<file path="config.mk">
export PLATFORM = sky130hd
export DESIGN_NAME = tap_tempo_estimator
export DESIGN_NICKNAME = d
export VERILOG_FILES = /design/src/rtl/tte_pkg.sv /design/src/rtl/tte_ctrl.sv /design/src/rtl/tte_datapath.sv /design/src/rtl/tap_tempo_estimator.sv
export VERILOG_INCLUDE_DIRS = /design/src /design/src/rtl
export SDC_FILE = /design/constraint.sdc
export NUM_CORES = 2
export LEC_CHECK = 0
export BUFFER_PORTS_ARGS = -buffer_cell sky130_fd_sc_hd__buf_2
export CORE_ASPECT_RATIO = 2
export CORE_MARGIN = 10
export CORE_UTILIZATION = 35
export DETAILED_ROUTE_END_ITERATION = 12
export SLEW_MARGIN = 20
export SYNTH_ARGS = -nofsm -noshare
export SYNTH_HDL_FRONTEND = slang
export SYNTH_SLANG_ARGS = --single-unit
</file>
<file path="constraint.sdc">
create_clock -name clock -period 36.5 [get_ports clock]
set_clock_uncertainty 0.1 [all_clocks]
set_input_delay 1.825 -clock clock [delete_from_list [all_inputs] [get_ports clock]]
set_output_delay 1.825 -clock clock [all_outputs]
set_load 0.02 [all_outputs]
</file>
<file path="src/rtl/tap_tempo_estimator_macros.svh">
// Assertion macros for the tap tempo estimator.
// Used by the top level only; no other dependencies.
`ifndef TAP_TEMPO_ESTIMATOR_MACROS_SVH
`define TAP_TEMPO_ESTIMATOR_MACROS_SVH

// Same-cycle implication, disabled in reset.
`define TTE_ASSERT_NOW(label, clk, rst, ante, cons, msg) \
   label: assert property (@(posedge clk) disable iff (rst) (ante) |-> (cons)) else $error(msg);

// Next-cycle implication, disabled in reset.
`define TTE_ASSERT_NEXT(label, clk, rst, ante, cons, msg) \
   label: assert property (@(posedge clk) disable iff (rst) (ante) |=> (cons)) else $error(msg);

`endif

</file>
<file path="src/rtl/tte_pkg.sv">
// Package for the tap tempo estimator: widths, codes, types and helpers.
// No dependencies; used by every module of the block.
package tte_pkg;

   localparam int TIME_WIDTH  = 32;
   localparam int COUNT_WIDTH = 16;

   localparam int IN_TIME_W = 32;
   localparam int BPM_W     = 16;
   localparam int TAPS_W    = 16;
   localparam int STATUS_W  = 3;
   localparam int TOL_W     = 10;
   localparam int REQ_W     = 48;
   localparam int RSP_W     = 40;
   localparam int RSP_USED  = STATUS_W + BPM_W + TAPS_W;

   localparam int CSR_IDX_W = 1;
   localparam logic [CSR_IDX_W-1:0] CSR_STRICT_TOL = 1'b0;
   localparam logic [CSR_IDX_W-1:0] CSR_LOOSE_TOL  = 1'b1;
   localparam logic [TOL_W-1:0] STRICT_TOL_RESET = 10'd30;
   localparam logic [TOL_W-1:0] LOOSE_TOL_RESET  = 10'd50;

   localparam int MS_PER_MIN = 60000;
   localparam int MSPM_W     = 16;
   localparam int NUM_W      = COUNT_WIDTH + MSPM_W;
   localparam int DM_W       = TIME_WIDTH + COUNT_WIDTH;
   localparam int TM_W       = TOL_W + COUNT_WIDTH;
   localparam int CMP_W      = DM_W + 1;
   localparam int REM_W      = TIME_WIDTH + 1;
   localparam int DIV_CNT_W  = $clog2(NUM_W);

   localparam logic [COUNT_WIDTH-1:0] COUNT_MAX = {COUNT_WIDTH{1'b1}};
   localparam logic [BPM_W-1:0]       BPM_MAX   = {BPM_W{1'b1}};
   localparam logic [TAPS_W-1:0]      TAPS_MAX  = {TAPS_W{1'b1}};

   localparam logic [STATUS_W-1:0] STATUS_FIRST     = 3'd0;
   localparam logic [STATUS_W-1:0] STATUS_RESTART   = 3'd1;
   localparam logic [STATUS_W-1:0] STATUS_WAITING   = 3'd2;
   localparam logic [STATUS_W-1:0] STATUS_NEW_BPM   = 3'd3;
   localparam logic [STATUS_W-1:0] STATUS_SAME_BPM  = 3'd4;

   typedef enum logic [2:0] {
      ST_IDLE,
      ST_MULT,
      ST_JUDGE,
      ST_DIV,
      ST_ROUND,
      ST_FINISH
   } tte_state_type;

   typedef struct packed {
      logic load;
      logic mult;
      logic judge;
      logic div_step;
      logic round;
      logic out_load;
   } tte_cmd_type;

   typedef struct packed {
      logic to_div;
      logic div_last;
   } tte_sts_type;

   // |d - span/m| > tol, as d*m against span +- tol*m
   function automatic logic strays(input logic [CMP_W-1:0] dm,
                                   input logic [CMP_W-1:0] span,
                                   input logic [CMP_W-1:0] tm);
      logic above;
      logic below;
      above = dm > (span + tm);
      below = (tm <= span) && (dm < (span - tm));
      return above || below;
   endfunction

endpackage

</file>
<file path="src/rtl/tte_ctrl.sv">
// Controller for the tap tempo estimator: sequences one tap at a time.
// Depends on tte_pkg; drives tte_datapath through command/status structs.
module tte_ctrl (
   input  logic                 clock,
   input  logic                 reset,
   input  logic                 req_tvalid,
   output logic                 req_tready,
   output logic                 rsp_tvalid,
   input  logic                 rsp_tready,
   input  tte_pkg::tte_sts_type sts,
   output tte_pkg::tte_cmd_type cmd
);

   tte_pkg::tte_state_type state_ff, state_in;
   logic                   rsp_valid_ff, rsp_valid_in;

   always_ff @(posedge clock) begin
      if (reset) begin
         state_ff     <= tte_pkg::ST_IDLE;
         rsp_valid_ff <= 1'b0;
      end else begin
         state_ff     <= state_in;
         rsp_valid_ff <= rsp_valid_in;
      end
   end

   always_comb begin
      state_in   = state_ff;
      cmd        = '0;
      req_tready = 1'b0;
      case (state_ff)
         tte_pkg::ST_IDLE: begin
            req_tready = 1'b1;
            if (req_tvalid) begin
               cmd.load = 1'b1;
               state_in = tte_pkg::ST_MULT;
            end
         end
         tte_pkg::ST_MULT: begin
            cmd.mult = 1'b1;
            state_in = tte_pkg::ST_JUDGE;
         end
         tte_pkg::ST_JUDGE: begin
            cmd.judge = 1'b1;
            state_in  = sts.to_div ? tte_pkg::ST_DIV : tte_pkg::ST_FINISH;
         end
         tte_pkg::ST_DIV: begin
            cmd.div_step = 1'b1;
            if (sts.div_last) begin
               state_in = tte_pkg::ST_ROUND;
            end
         end
         tte_pkg::ST_ROUND: begin
            cmd.round = 1'b1;
            state_in  = tte_pkg::ST_FINISH;
         end
         tte_pkg::ST_FINISH: begin
            if (!rsp_valid_ff || rsp_tready) begin
               cmd.out_load = 1'b1;
               state_in     = tte_pkg::ST_IDLE;
            end
         end
         default: begin
            state_in = tte_pkg::ST_IDLE;
         end
      endcase

      if (cmd.out_load) begin
         rsp_valid_in = 1'b1;
      end else if (rsp_tready) begin
         rsp_valid_in = 1'b0;
      end else begin
         rsp_valid_in = rsp_valid_ff;
      end
   end

   assign rsp_tvalid = rsp_valid_ff;

endmodule

</file>
<file path="src/rtl/tte_datapath.sv">
// Datapath for the tap tempo estimator: run state, tolerance registers,
// stray test, radix-2 divider, rounding and result register. Uses tte_pkg.
module tte_datapath (
   input  logic                              clock,
   input  logic                              reset,
   input  logic [tte_pkg::REQ_W-1:0]         req_tdata,
   input  logic                              csr_wen,
   input  logic [tte_pkg::CSR_IDX_W-1:0]     csr_index,
   input  logic [tte_pkg::TOL_W-1:0]         csr_wdata,
   input  tte_pkg::tte_cmd_type              cmd,
   output tte_pkg::tte_sts_type              sts,
   output logic [tte_pkg::RSP_W-1:0]         rsp_tdata
);

   localparam int TW  = tte_pkg::TIME_WIDTH;
   localparam int CW  = tte_pkg::COUNT_WIDTH;
   localparam int NW  = tte_pkg::NUM_W;
   localparam int XW  = tte_pkg::CMP_W;

   logic [tte_pkg::TOL_W-1:0]    strict_ff, strict_in, loose_ff, loose_in;
   logic [CW-1:0]                count_ff, count_in, cnt_ff, cnt_in;
   logic [TW-1:0]                start_ff, start_in, prev_ff, prev_in;
   logic [TW-1:0]                t_ff, t_in, d_ff, d_in, span_ff, span_in;
   logic [tte_pkg::BPM_W-1:0]    cur_ff, cur_in;
   logic [tte_pkg::DM_W-1:0]     dm_ff, dm_in;
   logic [tte_pkg::TM_W-1:0]     tm_ff, tm_in;
   logic [NW-1:0]                quo_ff, quo_in;
   logic [tte_pkg::REM_W-1:0]    rem_ff, rem_in;
   logic [tte_pkg::DIV_CNT_W-1:0] div_cnt_ff, div_cnt_in;
   logic [tte_pkg::STATUS_W-1:0] status_ff, status_in;
   logic [tte_pkg::BPM_W-1:0]    bpm_ff, bpm_in;
   logic [tte_pkg::STATUS_W-1:0] rsp_status_ff, rsp_status_in;
   logic [tte_pkg::BPM_W-1:0]    rsp_bpm_ff, rsp_bpm_in;
   logic [tte_pkg::TAPS_W-1:0]   rsp_taps_ff, rsp_taps_in;

   logic [TW-1:0]             t_req;
   logic [CW-1:0]             m;
   logic                      first, stray_l, stray_s, restart;
   logic [tte_pkg::REM_W-1:0] shifted;
   logic                      fits;
   logic [TW-1:0]             r;
   logic                      round_up;
   logic [NW:0]               q_round;
   logic [tte_pkg::BPM_W-1:0] bpm_est;

   always_ff @(posedge clock) begin
      if (reset) begin
         strict_ff <= tte_pkg::STRICT_TOL_RESET;
         loose_ff  <= tte_pkg::LOOSE_TOL_RESET;
         count_ff  <= '0;
         start_ff  <= '0;
         prev_ff   <= '0;
      end else begin
         strict_ff <= strict_in;
         loose_ff  <= loose_in;
         count_ff  <= count_in;
         start_ff  <= start_in;
         prev_ff   <= prev_in;
      end
   end

   always_ff @(posedge clock) begin
      t_ff          <= t_in;
      cur_ff        <= cur_in;
      cnt_ff        <= cnt_in;
      d_ff          <= d_in;
      span_ff       <= span_in;
      dm_ff         <= dm_in;
      tm_ff         <= tm_in;
      quo_ff        <= quo_in;
      rem_ff        <= rem_in;
      div_cnt_ff    <= div_cnt_in;
      status_ff     <= status_in;
      bpm_ff        <= bpm_in;
      rsp_status_ff <= rsp_status_in;
      rsp_bpm_ff    <= rsp_bpm_in;
      rsp_taps_ff   <= rsp_taps_in;
   end

   always_comb begin
      t_req   = TW'(req_tdata[tte_pkg::IN_TIME_W-1:0]);
      m       = cnt_ff - CW'(1);
      first   = cnt_ff == CW'(1);
      stray_l = tte_pkg::strays(XW'(dm_ff), XW'(span_ff), XW'(tm_ff));
      stray_s = (cnt_ff == CW'(2))
                && tte_pkg::strays(XW'(dm_ff), XW'(span_ff), XW'(strict_ff));
      restart = !first && (stray_l || stray_s);

      sts.to_div   = !first && !restart && (cnt_ff > CW'(2));
      sts.div_last = div_cnt_ff == tte_pkg::DIV_CNT_W'(NW - 1);

      shifted = {rem_ff[TW-1:0], quo_ff[NW-1]};
      fits    = shifted >= {1'b0, span_ff};

      r        = rem_ff[TW-1:0];
      round_up = r >= (span_ff - r);
      q_round  = (NW+1)'(quo_ff) + (NW+1)'(round_up);
      if (span_ff == '0 || q_round > (NW+1)'(tte_pkg::BPM_MAX)) begin
         bpm_est = tte_pkg::BPM_MAX;
      end else begin
         bpm_est = q_round[tte_pkg::BPM_W-1:0];
      end

      strict_in     = strict_ff;
      loose_in      = loose_ff;
      count_in      = count_ff;
      start_in      = start_ff;
      prev_in       = prev_ff;
      t_in          = t_ff;
      cur_in        = cur_ff;
      cnt_in        = cnt_ff;
      d_in          = d_ff;
      span_in       = span_ff;
      dm_in         = dm_ff;
      tm_in         = tm_ff;
      quo_in        = quo_ff;
      rem_in        = rem_ff;
      div_cnt_in    = div_cnt_ff;
      status_in     = status_ff;
      bpm_in        = bpm_ff;
      rsp_status_in = rsp_status_ff;
      rsp_bpm_in    = rsp_bpm_ff;
      rsp_taps_in   = rsp_taps_ff;

      if (csr_wen) begin
         case (csr_index)
            tte_pkg::CSR_STRICT_TOL: strict_in = csr_wdata;
            tte_pkg::CSR_LOOSE_TOL:  loose_in  = csr_wdata;
            default: ;
         endcase
      end

      if (cmd.load) begin
         t_in    = t_req;
         cur_in  = req_tdata[tte_pkg::IN_TIME_W +: tte_pkg::BPM_W];
         cnt_in  = (count_ff == tte_pkg::COUNT_MAX) ? count_ff : count_ff + CW'(1);
         d_in    = t_req - prev_ff;
         span_in = t_req - start_ff;
      end

      if (cmd.mult) begin
         dm_in  = tte_pkg::DM_W'(d_ff) * tte_pkg::DM_W'(m);
         tm_in  = tte_pkg::TM_W'(loose_ff) * tte_pkg::TM_W'(m);
         quo_in = NW'(tte_pkg::MS_PER_MIN) * NW'(m);
      end

      if (cmd.judge) begin
         prev_in    = t_ff;
         rem_in     = '0;
         div_cnt_in = '0;
         bpm_in     = '0;
         if (first) begin
            start_in  = t_ff;
            count_in  = cnt_ff;
            status_in = tte_pkg::STATUS_FIRST;
         end else if (restart) begin
            start_in  = t_ff;
            count_in  = CW'(1);
            status_in = tte_pkg::STATUS_RESTART;
         end else begin
            count_in  = cnt_ff;
            status_in = tte_pkg::STATUS_WAITING;
         end
      end

      if (cmd.div_step) begin
         rem_in     = fits ? shifted - {1'b0, span_ff} : shifted;
         quo_in     = {quo_ff[NW-2:0], fits};
         div_cnt_in = div_cnt_ff + tte_pkg::DIV_CNT_W'(1);
      end

      if (cmd.round) begin
         bpm_in    = bpm_est;
         status_in = (bpm_est != cur_ff) ? tte_pkg::STATUS_NEW_BPM
                                         : tte_pkg::STATUS_SAME_BPM;
      end

      if (cmd.out_load) begin
         rsp_status_in = status_ff;
         rsp_bpm_in    = bpm_ff;
         rsp_taps_in   = (tte_pkg::RSP_W'(count_ff) > tte_pkg::RSP_W'(tte_pkg::TAPS_MAX))
                         ? tte_pkg::TAPS_MAX : tte_pkg::TAPS_W'(count_ff);
      end
   end

   assign rsp_tdata = {{(tte_pkg::RSP_W - tte_pkg::RSP_USED){1'b0}},
                       rsp_taps_ff, rsp_bpm_ff, rsp_status_ff};

endmodule

</file>
<file path="src/rtl/tap_tempo_estimator.sv">
// Top level of the tap tempo estimator: controller plus datapath.
// Depends on tte_pkg, tte_ctrl, tte_datapath and the assertion macro header.
`include "tap_tempo_estimator_macros.svh"

// Takes one tap per transaction and returns one result per tap. A tap that
// needs a tempo estimate passes through multiply, judge, 32 steps of the
// radix-2 divider, round and result load before the result is offered; first
// taps, restarts and second taps pass through multiply, judge and result load
// only. The block is ready again in the cycle after the result load. A new tap
// is taken as soon as the previous one is in the result register, even if that
// result has not been collected yet; the result load waits while an earlier
// result is still uncollected. Tolerance registers may be written only while
// the block is idle.
module tap_tempo_estimator (
   input  logic                          clock,
   input  logic                          reset,
   input  logic                          req_tvalid,
   output logic                          req_tready,
   input  logic [tte_pkg::REQ_W-1:0]     req_tdata,   // tap_time_ms, current_bpm
   output logic                          rsp_tvalid,
   input  logic                          rsp_tready,
   output logic [tte_pkg::RSP_W-1:0]     rsp_tdata,   // tap_status, bpm, taps_in_run
   input  logic                          csr_wen,
   input  logic [tte_pkg::CSR_IDX_W-1:0] csr_index,
   input  logic [tte_pkg::TOL_W-1:0]     csr_wdata
);

   tte_pkg::tte_cmd_type cmd;
   tte_pkg::tte_sts_type sts;

   tte_ctrl u_ctrl (
      .clock      (clock),
      .reset      (reset),
      .req_tvalid (req_tvalid),
      .req_tready (req_tready),
      .rsp_tvalid (rsp_tvalid),
      .rsp_tready (rsp_tready),
      .sts        (sts),
      .cmd        (cmd)
   );

   tte_datapath u_datapath (
      .clock     (clock),
      .reset     (reset),
      .req_tdata (req_tdata),
      .csr_wen   (csr_wen),
      .csr_index (csr_index),
      .csr_wdata (csr_wdata),
      .cmd       (cmd),
      .sts       (sts),
      .rsp_tdata (rsp_tdata)
   );

   `TTE_ASSERT_NEXT(a_one_tap_at_a_time, clock, reset,
      req_tvalid && req_tready, !req_tready, "tap accepted while another in work")

   `TTE_ASSERT_NOW(a_restart_count_one, clock, reset,
      rsp_tvalid && (rsp_tdata[2:0] == tte_pkg::STATUS_FIRST
                     || rsp_tdata[2:0] == tte_pkg::STATUS_RESTART),
      rsp_tdata[34:19] == 16'd1, "first or restarted tap with count not one")

   `TTE_ASSERT_NOW(a_no_bpm_without_estimate, clock, reset,
      rsp_tvalid && (rsp_tdata[2:0] == tte_pkg::STATUS_FIRST
                     || rsp_tdata[2:0] == tte_pkg::STATUS_RESTART
                     || rsp_tdata[2:0] == tte_pkg::STATUS_WAITING),
      rsp_tdata[18:3] == 16'd0, "bpm non-zero without an estimate")

endmodule
</file>
==> load_flow_metrics.sql <==
INSERT INTO impl_metrics (metric_group, metric, value, unit) VALUES
('outcome', 'outcome', 'completed', ''),
('worst_setup_path', 'cp_data_required_time', '36770', 'ps'),
('yosys', 'post_synth_inst_count', '6075', ''),
('timing', 'number_of_pins_exceeding_their_max_slew_limit_in_the_final_report', '0', ''),
('worst_setup_path', 'r2r_end', 'u_datapath.dm_ff[41]', ''),
('placement', 'pre_cts_ws', '26480', 'ps'),
('drt', 'routed-via-count', '44041', ''),
('worst_setup_path', 'critPathLaunchType', 'flip-flop', ''),
('clock_network', 'clock_insertion_delay_worst_skew', '650', 'ps'),
('timing', 'setup_viol', '0', ''),
('clock_network', 'tritoncts_clock_tree', 'yes', ''),
('worst_setup_path', 'crit_start', 'u_datapath.cnt_ff[2]', ''),
('yosys', 'seq_area_frac_synth', '0.213', ''),
('clock_network', 'clock_sink_count', '429', ''),
('drt', 'avgViaCountPerCell', '5.37', ''),
('worst_setup_path', 'rrSetupSlack', '26490', 'ps'),
('drt', 'postRouteWirelength', '175000', 'um'),
('clock_network', 'cts_root_buffer', 'sky130_fd_sc_hd__clkbuf_16', ''),
('placement', 'routabilityCongestion', '0.935', ''),
('yosys', 'synth_top_area_share', '0.215', ''),
('worst_setup_path', 'end_kind', 'flip-flop', ''),
('clock_network', 'clk_pin_slew', '70', 'ps'),
('timing', 'max-slew-margin-rel', '0.222', ''),
('die', 'fp.dieW', '301', 'um'),
('run', 'drv.max_cap_violation_count', '0', ''),
('die', 'core-area', '157000', 'um^2'),
('yosys', 'syn-mean-instance-area', '9.13', 'um^2'),
('drt', 'final_antenna_net_count', '0', ''),
('timing', 'fin_ws', '26490', 'ps'),
('placement', 'dp_hpwl', '141000', 'um'),
('worst_setup_path', 'slowest_delay', '800', 'ps'),
('timing', 'final_hold_violating_endpoints', '0', ''),
('yosys', 'synth-main-ff-cell', 'sky130_fd_sc_hd__edfxtp_1', ''),
('yosys', 'synthDominantAreaCellType', 'sky130_fd_sc_hd__fa_1', ''),
('worst_hold_path', 'timing.hold.worst_endpoint', 'u_datapath.rsp_bpm_ff[2]', ''),
('global_routing', 'wire_length_of_the_first_global_routing_pass', '272000', 'um'),
('worst_setup_path', 'critical-path-top-delay-family', 'adder cells', ''),
('clock_network', 'cts_resized', '0', ''),
('yosys', 'number_of_enable_flip_flop_cells_after_synthesis', '325', ''),
('drt', 'drc_violations_left', '0', ''),
('layout', 'final_core_utilization', '0.381', ''),
('yosys', 'async_flop_share', '0', ''),
('timing', 'achievable-frequency', '99.9', 'MHz'),
('layout', 'layout-drive-gt1-share', '0.0501', ''),
('worst_setup_path', 'path_max_fanout', '23', ''),
('die', 'start_util', '0.352', ''),
('die', 'num_io_pins', '106', ''),
('yosys', 'netlist-cell-type-count', '79', ''),
('die', 'rows', '206', ''),
('global_routing', 'grt_usage', '0.199', ''),
('worst_setup_path', 'worstPathArrival', '10270', 'ps'),
('drt', 'drt_iter0_markers', '2454', ''),
('timing', 'time_the_worst_path_needs_with_i_o_delays_and_setup', '10010', 'ps'),
('placement', 'placement.io_buffers', '100', ''),
('worst_hold_path', 'hold_start', 'u_datapath.bpm_ff[2]', ''),
('global_routing', 'grt_antenna_before_repair', '13', ''),
('clock_network', 'numCtsBuffers', '44', ''),
('yosys', 'ys_seq_elements', '429', ''),
('worst_setup_path', 'worst_path_most_repeated_cell', 'sky130_fd_sc_hd__fa_1', ''),
('layout', 'area_growth', '8.27', '%'),
('yosys', 'synth.top_cells.by_area', 'sky130_fd_sc_hd__fa_1 21%, sky130_fd_sc_hd__edfxtp_1 18%, sky130_fd_sc_hd__ha_1 15%', ''),
('global_routing', 'grt_overflow', '0', ''),
('die', 'design.die.area', '176000', 'um^2'),
('timing', 'final.period_utilization', '0.274', ''),
('clock_network', 'holdBufCountCts', '0', ''),
('clock_network', 'clock_tree.htree_level_count', '2', ''),
('drt', 'drt_first_pass_iters', '5', ''),
('clock_network', 'post_cts.repair.setup_buffers', '0', ''),
('worst_setup_path', 'worstRegToRegCells', '27', ''),
('timing', 'worstMarginPinSlew', '1160', 'ps'),
('drt', 'routedWlPerCell', '21.4', 'um');
## worst max path at each step
stage | cells after the start | endpoint
4_1_cts | 29 | u_datapath.dm_ff[41]
3_5_place_dp | 29 | u_datapath.dm_ff[41]
6_report | 27 | u_datapath.dm_ff[41]
2_1_floorplan | 1 | u_datapath.cnt_ff[0]
5_1_grt | 27 | u_datapath.dm_ff[41]
3_3_place_gp | 29 | u_datapath.dm_ff[41]
## cell usage after synthesis (15+ instances only)
master                        n
sky130_fd_sc_hd__o21bai_1    59
sky130_fd_sc_hd__mux2i_1     48
sky130_fd_sc_hd__and3_1      51
sky130_fd_sc_hd__xnor2_1    253
sky130_fd_sc_hd__nand3_1     76
sky130_fd_sc_hd__o211ai_1    31
sky130_fd_sc_hd__clkbuf_1   204
sky130_fd_sc_hd__a21o_1     138
sky130_fd_sc_hd__o21ai_0    157
sky130_fd_sc_hd__nor2_1     267
sky130_fd_sc_hd__or3_1       29
sky130_fd_sc_hd__and2_1     236
sky130_fd_sc_hd__a211o_1     16
sky130_fd_sc_hd__fa_1       595
sky130_fd_sc_hd__o31ai_1     43
sky130_fd_sc_hd__edfxtp_1   325
sky130_fd_sc_hd__nor4_1      35
sky130_fd_sc_hd__a21oi_1    348
sky130_fd_sc_hd__nand4_1     68
sky130_fd_sc_hd__a2111oi_0   15
sky130_fd_sc_hd__inv_1      845
sky130_fd_sc_hd__xor2_1      93
sky130_fd_sc_hd__nand2_1    760
sky130_fd_sc_hd__nand2b_1   107
sky130_fd_sc_hd__dfxtp_1    104
sky130_fd_sc_hd__a211oi_1    35
sky130_fd_sc_hd__and4_1      18
sky130_fd_sc_hd__a31oi_1     35
sky130_fd_sc_hd__ha_1       655
sky130_fd_sc_hd__nor3_1      89
sky130_fd_sc_hd__o21a_1      47
sky130_fd_sc_hd__nor2b_1     88
## routing by layer
| layer | wire, um | vias to the layer above | part of all wire | GRT usage |
|---|---|---|---|---|
| li1 | - | 20287 | - | - |
| met1 | 60300 | 21982 | 0.34 | 0.198 |
| met2 | 93600 | 1229 | 0.53 | 0.378 |
| met3 | 6860 | 539 | 0.039 | 0.0186 |
| met4 | 14600 | 4 | 0.083 | 0.143 |
| met5 | 26 | - | 0.00015 | 0 |
## stage by stage
step,instance area (um^2),std cells,hold WS [ps]
after CTS,60000,8192,321
final,60100,8195,320
after global placement,58500,8110,302
after floorplan,55500,6079,300
after detailed placement,58500,8110,305
after global routing,60100,8193,327
## area by class of cell
class	count	area [um^2]	area share
multi-input cells	4581	39800	0.663
inverters	848	3180	0.0530
repair buffers	172	1060	0.0176
diodes	3	7.51	0.000125
flip-flops and latches	429	11800	0.197
clock inverters	27	305	0.00508
clock buffers	55	1220	0.0203
well taps	2080	2600	0.0433
## layout by cell type, fill, tap and decap left out, types with 48 or more instances in the layout
| master | n |
|---|---|
| sky130_fd_sc_hd__ha_1 | 655 |
| sky130_fd_sc_hd__dfxtp_1 | 104 |
| sky130_fd_sc_hd__nor2_1 | 266 |
| sky130_fd_sc_hd__o21ai_0 | 156 |
| sky130_fd_sc_hd__xnor2_1 | 246 |
| sky130_fd_sc_hd__a21oi_1 | 348 |
| sky130_fd_sc_hd__and3_1 | 50 |
| sky130_fd_sc_hd__a21o_1 | 138 |
| sky130_fd_sc_hd__nand2b_1 | 107 |
| sky130_fd_sc_hd__buf_2 | 99 |
| sky130_fd_sc_hd__edfxtp_1 | 325 |
| sky130_fd_sc_hd__inv_1 | 845 |
| sky130_fd_sc_hd__nor2b_1 | 87 |
| sky130_fd_sc_hd__nand2_1 | 758 |
| sky130_fd_sc_hd__fa_1 | 595 |
| sky130_fd_sc_hd__xor2_1 | 86 |
| sky130_fd_sc_hd__nand4_1 | 68 |
| sky130_fd_sc_hd__mux2i_1 | 48 |
| sky130_fd_sc_hd__nor3_1 | 86 |
| sky130_fd_sc_hd__o21bai_1 | 59 |
| sky130_fd_sc_hd__and2_1 | 234 |
| sky130_fd_sc_hd__buf_4 | 72 |
| sky130_fd_sc_hd__nand3_1 | 76 |
## worst register-to-register path, delay by kind of cell (launching register included)
kind / cells / cell delay (ps)
adders and majority gates: 8 / 3530
and+or+nand+nor: 8 / 2220
xor gates and xnor gates: 2 / 940
AOI/OAI and AO/OA: 6 / 2130
buffers and inverters: 3 / 250
DFF: 1 / 570
## sequential cells by signal, summed over array words and instances, names as in the netlist, 5 cells and up
name and count:
u_datapath.loose_ff 10, u_datapath.count_ff 16, u_datapath.div_cnt_ff 5, u_datapath.rem_ff 32, u_datapath.start_ff 32, u_datapath.prev_ff 32, u_datapath.quo_ff 32, u_datapath.d_ff 32
u_datapath.tm_ff 26, u_datapath.strict_ff 10, u_datapath.t_ff 32, u_datapath.cur_ff 16, u_datapath.bpm_ff 16, u_datapath.cnt_ff 16, u_datapath.dm_ff 48, u_datapath.span_ff 32
u_datapath.rsp_taps_ff 16, u_datapath.rsp_bpm_ff 16
## logic make-up after synthesis
kind of cell	after synthesis	share of synthesized area
AOI/OAI and AO/OA	1037	0.120
xor gates and xnor gates	346	0.0546
adders and majority gates	1250	0.363
buffers and inverters	1069	0.0728
DFF	429	0.213
muxes	52	0.00947
other	1	0.0000676
and+or+nand+nor	1891	0.167
Power is not shown: default switching activity piles up to over one toggle a cycle in this logic, so the estimate is an artifact.
